## src/design/assert_macros.svh

```systemverilog
// Assertion macros shared by the heartbeat monitor modules.
`ifndef ASSERT_MACROS_SVH
`define ASSERT_MACROS_SVH
`ifndef SYNTHESIS
`define HM_ASSERT(lbl, clk, rst_n, prop) \
    lbl: assert property (@(posedge clk) disable iff (!rst_n) prop) \
        else $error("assertion failed");
`define HM_NEVER(lbl, clk, rst_n, expr) \
    lbl: assert property (@(posedge clk) disable iff (!rst_n) !(expr)) \
        else $error("forbidden condition seen");
`else
`define HM_ASSERT(lbl, clk, rst_n, prop)
`define HM_NEVER(lbl, clk, rst_n, expr)
`endif
`endif

```

## src/design/hrpm_pkg.sv

```systemverilog
// Types and constants of the heartbeat rate and power monitor.
package hrpm_pkg;

    localparam int IN_W    = 176;
    localparam int OUT_W   = 416;
    localparam int FIG_W   = 48;
    localparam int A_W     = 64;
    localparam int PROD_W  = 94;
    localparam int NUM_W   = 110;
    localparam int STEP_W  = 7;
    localparam int CFG_IDX_W  = 2;
    localparam int CFG_DATA_W = 7;
    localparam int MEM_W   = 128;

    localparam logic [29:0] NS_PER_S = 30'd1000000000;
    localparam logic [47:0] SAT48    = 48'hFFFF_FFFF_FFFF;

    localparam logic [CFG_IDX_W-1:0] REG_WINDOW_LENGTH = 2'd0;
    localparam logic [CFG_IDX_W-1:0] REG_ENERGY_EXP    = 2'd1;

    localparam logic [6:0] WINDOW_LENGTH_RST = 7'd64;
    localparam logic [4:0] ENERGY_EXP_RST    = 5'd14;

    typedef enum logic [2:0] {
        ST_IDLE,
        ST_READ,
        ST_UPDATE,
        ST_DIV_START,
        ST_DIV_WAIT,
        ST_OUT
    } hm_state_t;

    typedef enum logic [2:0] {
        DV_IDLE,
        DV_MUL_LO,
        DV_MUL_HI,
        DV_LOAD,
        DV_STEP,
        DV_FIN
    } dv_state_t;

    typedef enum logic [2:0] {
        FIG_WIN_RATE,
        FIG_INST_RATE,
        FIG_GLB_RATE,
        FIG_WIN_ACC,
        FIG_GLB_ACC,
        FIG_WIN_POW,
        FIG_INST_POW,
        FIG_GLB_POW
    } fig_t;

    typedef struct packed {
        logic       start;
        logic       scaled;
        logic       neg;
        logic [4:0] shift;
    } dv_req_t;

    typedef struct packed {
        logic             done;
        logic [FIG_W-1:0] q;
    } dv_rsp_t;

endpackage

```

## src/design/hrpm_div.sv

```systemverilog
// Shared bit-serial divider for scaled rates, powers and signed means.
`include "assert_macros.svh"

module hrpm_div
    import hrpm_pkg::*;
(
    input  logic           clk,
    input  logic           rst_n,
    input  dv_req_t        req,
    input  logic [A_W-1:0] a,
    input  logic [63:0]    den,
    output dv_rsp_t        rsp
);

    dv_state_t state_reg, state_next;

    logic [A_W-1:0]    a_reg;
    logic [63:0]       den_reg;
    logic [4:0]        shift_reg;
    logic              scaled_reg;
    logic              neg_reg;
    logic [PROD_W-1:0] prod_reg;
    logic [NUM_W-1:0]  num_reg;
    logic [63:0]       rem_reg;
    logic [STEP_W-1:0] cnt_reg;
    logic              done_reg;
    logic [FIG_W-1:0]  q_reg;

    logic [61:0]       p_lo;
    logic [61:0]       p_hi;
    logic [64:0]       rsh;
    logic              ge;
    logic [NUM_W-1:0]  qs;
    logic [31:0]       qa;
    logic [FIG_W-1:0]  q_fin;

    assign p_lo = a_reg[31:0] * NS_PER_S;
    assign p_hi = a_reg[63:32] * NS_PER_S;
    assign rsh  = {rem_reg, num_reg[NUM_W-1]};
    assign ge   = rsh >= {1'b0, den_reg};
    assign qs   = num_reg >> shift_reg;
    assign qa   = neg_reg ? (~num_reg[31:0] + 32'd1) : num_reg[31:0];

    always_comb
    begin
        if (scaled_reg)
        begin
            if (den_reg == '0 || (|qs[NUM_W-1:FIG_W]))
            begin
                q_fin = SAT48;
            end
            else
            begin
                q_fin = qs[FIG_W-1:0];
            end
        end
        else
        begin
            q_fin = {16'd0, qa};
        end
    end

    always_ff @(posedge clk or negedge rst_n)
    begin
        if (!rst_n)
        begin
            state_reg <= DV_IDLE;
        end
        else
        begin
            state_reg <= state_next;
        end
    end

    always_comb
    begin
        state_next = state_reg;
        case (state_reg)
            DV_IDLE:
            begin
                if (req.start)
                begin
                    if (!req.scaled)
                    begin
                        state_next = DV_LOAD;
                    end
                    else if (den == '0)
                    begin
                        state_next = DV_FIN;
                    end
                    else
                    begin
                        state_next = DV_MUL_LO;
                    end
                end
            end
            DV_MUL_LO: state_next = DV_MUL_HI;
            DV_MUL_HI: state_next = DV_LOAD;
            DV_LOAD:   state_next = DV_STEP;
            DV_STEP:
            begin
                if (cnt_reg == STEP_W'(NUM_W - 1))
                begin
                    state_next = DV_FIN;
                end
            end
            DV_FIN:    state_next = DV_IDLE;
            default:   state_next = DV_IDLE;
        endcase
    end

    always_ff @(posedge clk or negedge rst_n)
    begin
        if (!rst_n)
        begin
            done_reg   <= 1'b0;
            cnt_reg    <= '0;
            scaled_reg <= 1'b0;
            den_reg    <= '0;
        end
        else
        begin
            done_reg <= 1'b0;
            case (state_reg)
                DV_IDLE:
                begin
                    if (req.start)
                    begin
                        a_reg      <= a;
                        den_reg    <= den;
                        shift_reg  <= req.shift;
                        scaled_reg <= req.scaled;
                        neg_reg    <= req.neg;
                    end
                end
                DV_MUL_LO:
                begin
                    prod_reg <= PROD_W'(p_lo);
                end
                DV_MUL_HI:
                begin
                    prod_reg <= prod_reg + {p_hi[PROD_W-33:0], 32'd0};
                end
                DV_LOAD:
                begin
                    num_reg <= scaled_reg ? {prod_reg, 16'd0} : NUM_W'(a_reg);
                    rem_reg <= '0;
                    cnt_reg <= '0;
                end
                DV_STEP:
                begin
                    rem_reg <= ge ? 64'(rsh - {1'b0, den_reg}) : rsh[63:0];
                    num_reg <= {num_reg[NUM_W-2:0], ge};
                    cnt_reg <= cnt_reg + STEP_W'(1);
                end
                DV_FIN:
                begin
                    q_reg    <= q_fin;
                    done_reg <= 1'b1;
                end
                default:
                begin
                end
            endcase
        end
    end

    assign rsp.done = done_reg;
    assign rsp.q    = q_reg;

    `HM_ASSERT(a_start_leaves_idle, clk, rst_n,
        req.start && state_reg == DV_IDLE |=> state_reg != DV_IDLE)
    `HM_ASSERT(a_step_bound, clk, rst_n, cnt_reg <= STEP_W'(NUM_W))
    `HM_ASSERT(a_zero_den_sat, clk, rst_n,
        done_reg && scaled_reg && den_reg == 64'd0 |-> q_reg == SAT48)

endmodule

```

## config.mk

```make
export PLATFORM = sky130hd
export DESIGN_NAME = hrpm_div
export DESIGN_NICKNAME = d
export VERILOG_FILES = /design/src/design/hrpm_pkg.sv /design/src/design/hrpm_div.sv
export VERILOG_INCLUDE_DIRS = /design/src /design/src/design
export SDC_FILE = /design/constraint.sdc
export NUM_CORES = 2
export LEC_CHECK = 0
export ABC_AREA = 1
export BUFFER_PORTS_ARGS = -buffer_cell sky130_fd_sc_hd__buf_4
export CAP_MARGIN = 20
export CORE_ASPECT_RATIO = 0.75
export CORE_MARGIN = 5
export CORE_UTILIZATION = 40
export CTS_CLUSTER_DIAMETER = 60
export DETAILED_ROUTE_END_ITERATION = 12
export HOLD_SLACK_MARGIN = 0.06
export PLACE_DENSITY_LB_ADDON = 0.2
export SLEW_MARGIN = 20
export SYNTH_ARGS = -nofsm -noshare
export SYNTH_HDL_FRONTEND = slang
export SYNTH_SLANG_ARGS = --single-unit
```

## constraint.sdc

```tcl
create_clock -name clk -period 12.6 [get_ports clk]
set_clock_uncertainty 0.15 [all_clocks]
set_input_delay 1.26 -clock clk [delete_from_list [all_inputs] [get_ports clk]]
set_output_delay 1.26 -clock clk [all_outputs]
set_load 0.1 [all_outputs]
```

# Word level (Yosys, flattened, before mapping)
# Index checks and enable logic that the tools add are counted.
[totals]
latchBits = 0
mem_count = 0
out_inout_bits = 49
ff_bits = 462
ramBits = 0
wordCells = 58
romBits = 0
[op_classes]
bitwise = 1
reduce_logical = 13
magnitude_cmp = 1
mux = 15
multipliers = 2
addsub = 4
n_div = 0
n_shift = 1
eq_ne = 8
[ops]
columns = ["operator", "n"]
rows = [
  ["case mux 110 bit (2 select lines)", 1],
  ["case mux 94 bit (2 select lines)", 1],
  ["logical NOT 64 bit", 2],
  ["case mux 64 bit (2 select lines)", 1],
  ["two-way mux 110 bit", 1],
  [">> shifter 110 x 5 -> 110 bit", 1],
  ["multiplier 32 x 21 -> 53 bit (second input constant)", 2],
  ["adder 94 bit", 1],
  [">= comparator 65 x 64 -> 1 bit", 1],
  ["two-way mux 32 bit", 2],
  ["two-way mux 64 bit", 1],
  ["subtractor 64 bit", 1],
  ["OR reduction 62 bit", 1],
  ["two-way mux 48 bit", 1],
  ["adder 32 x 1 -> 32 bit (second input constant)", 1],
  ["inverter 32 bit", 1],
  ["case mux 3 bit (5 select lines)", 1],
  ["case mux 7 bit (2 select lines)", 1],
  ["two-way mux 3 bit", 4],
  ["AND reduction 2 bit", 5],
  ["adder 7 x 1 -> 7 bit (second input constant)", 1],
  ["equality test 7 bit (second input constant)", 1],
  ["equality test 3 x 2 -> 1 bit (second input constant)", 2],
  ["equality test 3 bit (second input constant)", 2],
  ["other kinds (7)", 9],
]

# Longest topological paths before layout
[depth]
word_depth = 5
ltp_mapped = 38
ltp_nobuf = 38

# Worst setup path before layout
# No wires, ideal clock.
[synth_timing]
path_type = "input to register"
startpoint = "in rst_n"
endpoint = "reg num_reg[0] (enable)"
path_slack_ps = 3177
n_path_buf = 0
arrival_ps = 8563
path_stages = 2
setup_ps = 710
cell_sequence = "inv_1 nor2_1"
[synth_via]
elab_chain_len = 1
[synth_rtl]
columns = ["item", "line_no", "source"]
rows = [
  ["from (decl)", "hrpm_div.sv:8", "input logic rst_n,"],
  ["AND reduction 2 bit (no line)", "n/a", ""],
  ["to (signal assigned)", "hrpm_div.sv:146", "num_reg <= scaled_reg ? {prod_reg, 16'd0} : NUM_W'(a_reg);"],
  ["to (signal assigned)", "hrpm_div.sv:153", "num_reg <= {num_reg[NUM_W-2:0], ge};"],
  ["to (decl)", "hrpm_div.sv:23", "logic [NUM_W-1:0] num_reg;"],
]
# Every way passes these cells.
# A chain may end at the register's enable or synchronous reset.

# Worst setup path after layout
[layout_timing]
startpoint = "reg a_reg[33]"
endpoint = "reg prod_reg[87] (data pin)"
[layout_via]
elab_chain_len = 3
[layout_rtl]
columns = ["item", "line_no", "source"]
rows = [
  ["from (decl)", "hrpm_div.sv:17", "logic [A_W-1:0] a_reg;"],
  ["from (signal assigned)", "hrpm_div.sv:129", "a_reg <= a;"],
  ["multiplier 32 x 21 -> 53 bit", "hrpm_div.sv:38", "assign p_hi = a_reg[63:32] * NS_PER_S;"],
  ["adder 94 bit", "hrpm_div.sv:142", "prod_reg <= prod_reg + {p_hi[PROD_W-33:0], 32'd0};"],
  ["case mux 94 bit (2 select lines)", "hrpm_div.sv:124", "case (state_reg)"],
  ["to (signal assigned)", "hrpm_div.sv:138", "prod_reg <= PROD_W'(p_lo);"],
  ["to (signal assigned)", "hrpm_div.sv:142", ""],
  ["to (decl)", "hrpm_div.sv:22", "logic [PROD_W-1:0] prod_reg;"],
]
# Every way passes these cells.

==> metrics.yaml <==
yosysSeqAreaShare: 0.221
yosys_warnings: 0
grt-ovfl-total: 0
start_util: 0.404
num-fill-cells: 15100
critPathKind: "reg2reg"
min_period_over_period: 0.825
wl_per_cell_um: 23.1
drtIter0Drc: 5155
syn_nets: 8891
ys.flop_type: "edfxtp_1"
vias: 51300
gp_congestion: 1.02
hold_buffers: 0
post-cts-setup-buffer-count: 0
route.detailed.drc: 0
netlist_area_um2: 59800
grt_max_degree: 94
synthArstFlopShare: 0.168
dp_hpwl_mm: 187
r2r-start: "a_reg[33]$_DFFE_PP_"
cts_tree: "done"
core_um2: 148000
cts.sinks: 453
end_kind: "flop"
syn_inst: 7475
crit_buf_inv: 4
critPathTopFamily: "adder cells"
synth.avg_cell_area_um2: 8.00
crit_slowest_cell: "edfxtp_1"
maxCapViolCount: 0
drt-total-wl_mm: 222
arrival_ns: 10.68
io_buffers: 186
hold_path_class: "reg2reg"
cts-resized-gates: 0
cp-start-kind: "flop"
largest_reg_flops: 110
dpl_worst_slack_ns: 2.67
setup_tns_ns: 0
slew_headroom: 0.298
grt_pass1_wl_mm: 329
h-tree-depth: 3
drive_above_1_share: 0.0484
status: "finished clean"
placementRows: 122
synth_edf_count: 377
antenna_found_initial: 7
synthTopCellsByCount: "inv_1, nand2_1, nor2_1, ha_1, fa_1"
synth.area.top_cells: "fa_1, edfxtp_1, ha_1"
rsz0062_at_grt: "no"
dieWidth_um: 456
hold_viol: 0
min_period_ns: 10.39
setup_ws_ns: 2.21
drtPass1Iterations: 7
die_area_um2: 157000
io_pins: 187
yosys.area.top_type: "fa_1"
fin_nets: 8991
routed_via_density: 5.34
grt_usage: 0.280
maxSlewViolCount: 0
cts_made_buffers: 67
critical-path-max-stage-delay_ns: 0.85
yosysMostFrequentCell: "inv_1"
cp.required_ns: 12.89
insertion_delay_ns: 0.69
clock_path_buffers: 3
grt_pass1_vias: 49600
drtAntennaViolNets: 0
clkTransAtPathRegs_ns: 0.06
die-height_um: 345
syn_to_final_growth_pct: 9.45
hold_path_startpoint: "cnt_reg[6]$_DFFE_PN0P_"
synth_top_cell_area_share: 0.210
synth-seq-cells: 453
cts-root-buf: "clkbuf_16"
worstPathMaxFanout: 8
yosysUniqueCellTypes: 56
max_freq_mhz: 96.2
critPathLaunch: "a_reg[33]$_DFFE_PP_"
worst_slew_pin_slew_ns: 1.05
setup_viol: 0
==> layout make-up <==
cell class | instances | area (µm²) | share of cell area
multi-input cells | 5343 | 40200 | 0.614
flip-flops and latches | 453 | 13200 | 0.202
inverters | 1484 | 5580 | 0.0853
well taps | 1984 | 2480 | 0.0379
clock buffers | 83 | 1800 | 0.0275
repair buffers | 226 | 1700 | 0.0259
clock inverters | 37 | 463 | 0.00708
diodes | 7 | 17.5 | 0.000268
==> final timing paths <==
kind	endpoint	slack, ns	depth (start not counted)
max reg2reg	prod_reg[87]$_SDFFCE_PN0P_	2.21	28
max	prod_reg[87]$_SDFFCE_PN0P_	2.21	28
min in group asynchronous	den_reg[39]$_DFFE_PN0P_	0.38	1
min	cnt_reg[6]$_DFFE_PN0P_	0.32	1
max in group asynchronous	scaled_reg$_DFFE_PN0P_	10.80	2
min reg2reg	cnt_reg[6]$_DFFE_PN0P_	0.32	1
==> stage by stage <==
| stage | util | area, µm² | hold WS, ns | cells |
|---|---|---|---|---|
| floorplan | - | 59800 | 0.291 | 7475 |
| global placement | 0.426 | 63100 | 0.308 | 9490 |
| detailed placement | 0.427 | 63200 | 0.311 | 9490 |
| CTS | 0.442 | 65400 | 0.319 | 9610 |
| global route | 0.442 | 65400 | 0.353 | 9611 |
| finish | 0.442 | 65400 | 0.322 | 9617 |
==> per-layer routing <==
metal / up-vias / GRT usage / share of wire
met3: 157 / 0.0777 / 0.097
met4: 4 / 0.0393 / 0.015
li1: 24400 / - / -
met2: 1787 / 0.367 / 0.37
met1: 25000 / 0.456 / 0.52
met5: - / 0 / 0.00012
==> cells in the final DEF, fill, tap and decap left out, drive strengths merged, types with 7 or more instances in the layout <==
cell type	instances
edfxtp	377
nand3b	55
ha	652
o21a	30
o21bai	48
nor3	63
o211ai	34
nand2	1305
inv	1488
or2	10
dfrtp	76
xnor2	48
nand3	392
nor2	724
nand4	34
bufinv	7
buf	226
clkbuf	83
a21boi	20
diode	7
and3	10
a21o	37
nor4	51
mux2i	30
o21ai	530
xor2	87
o22ai	8
fa	626
clkinv	24
a21oi	446
a31oi	77
==> kinds of logic (layout without fill, tap and decap cells) <==
| family | after synthesis | after routing | share of synthesized area |
|---|---|---|---|
| and+or+nand+nor | 2647 | 2647 | 0.184 |
| buffers and inverters | 1679 | 1830 | 0.108 |
| adders and majority gates | 1278 | 1278 | 0.346 |
| AOI/OAI and AO/OA | 1252 | 1252 | 0.115 |
| DFF | 453 | 453 | 0.221 |
| xor gates and xnor gates | 135 | 135 | 0.0198 |
| muxes | 31 | 31 | 0.00521 |
| other | 0 | 7 | 0 |
==> worst reg2reg max path, delay by kind of cell, from the launching register on <==
| family | cells | cell delay [ns] |
|---|---|---|
| xor+xnor | 1 | 0.49 |
| flops | 1 | 0.85 |
| buf+inv | 4 | 0.67 |
| simple gates | 2 | 0.30 |
| compound gates | 12 | 3.55 |
| fa+ha+maj | 9 | 4.16 |
Power is left out: the tool's default activity adds up to more than one toggle a clock period on the data nets, which glitch-free logic cannot reach.
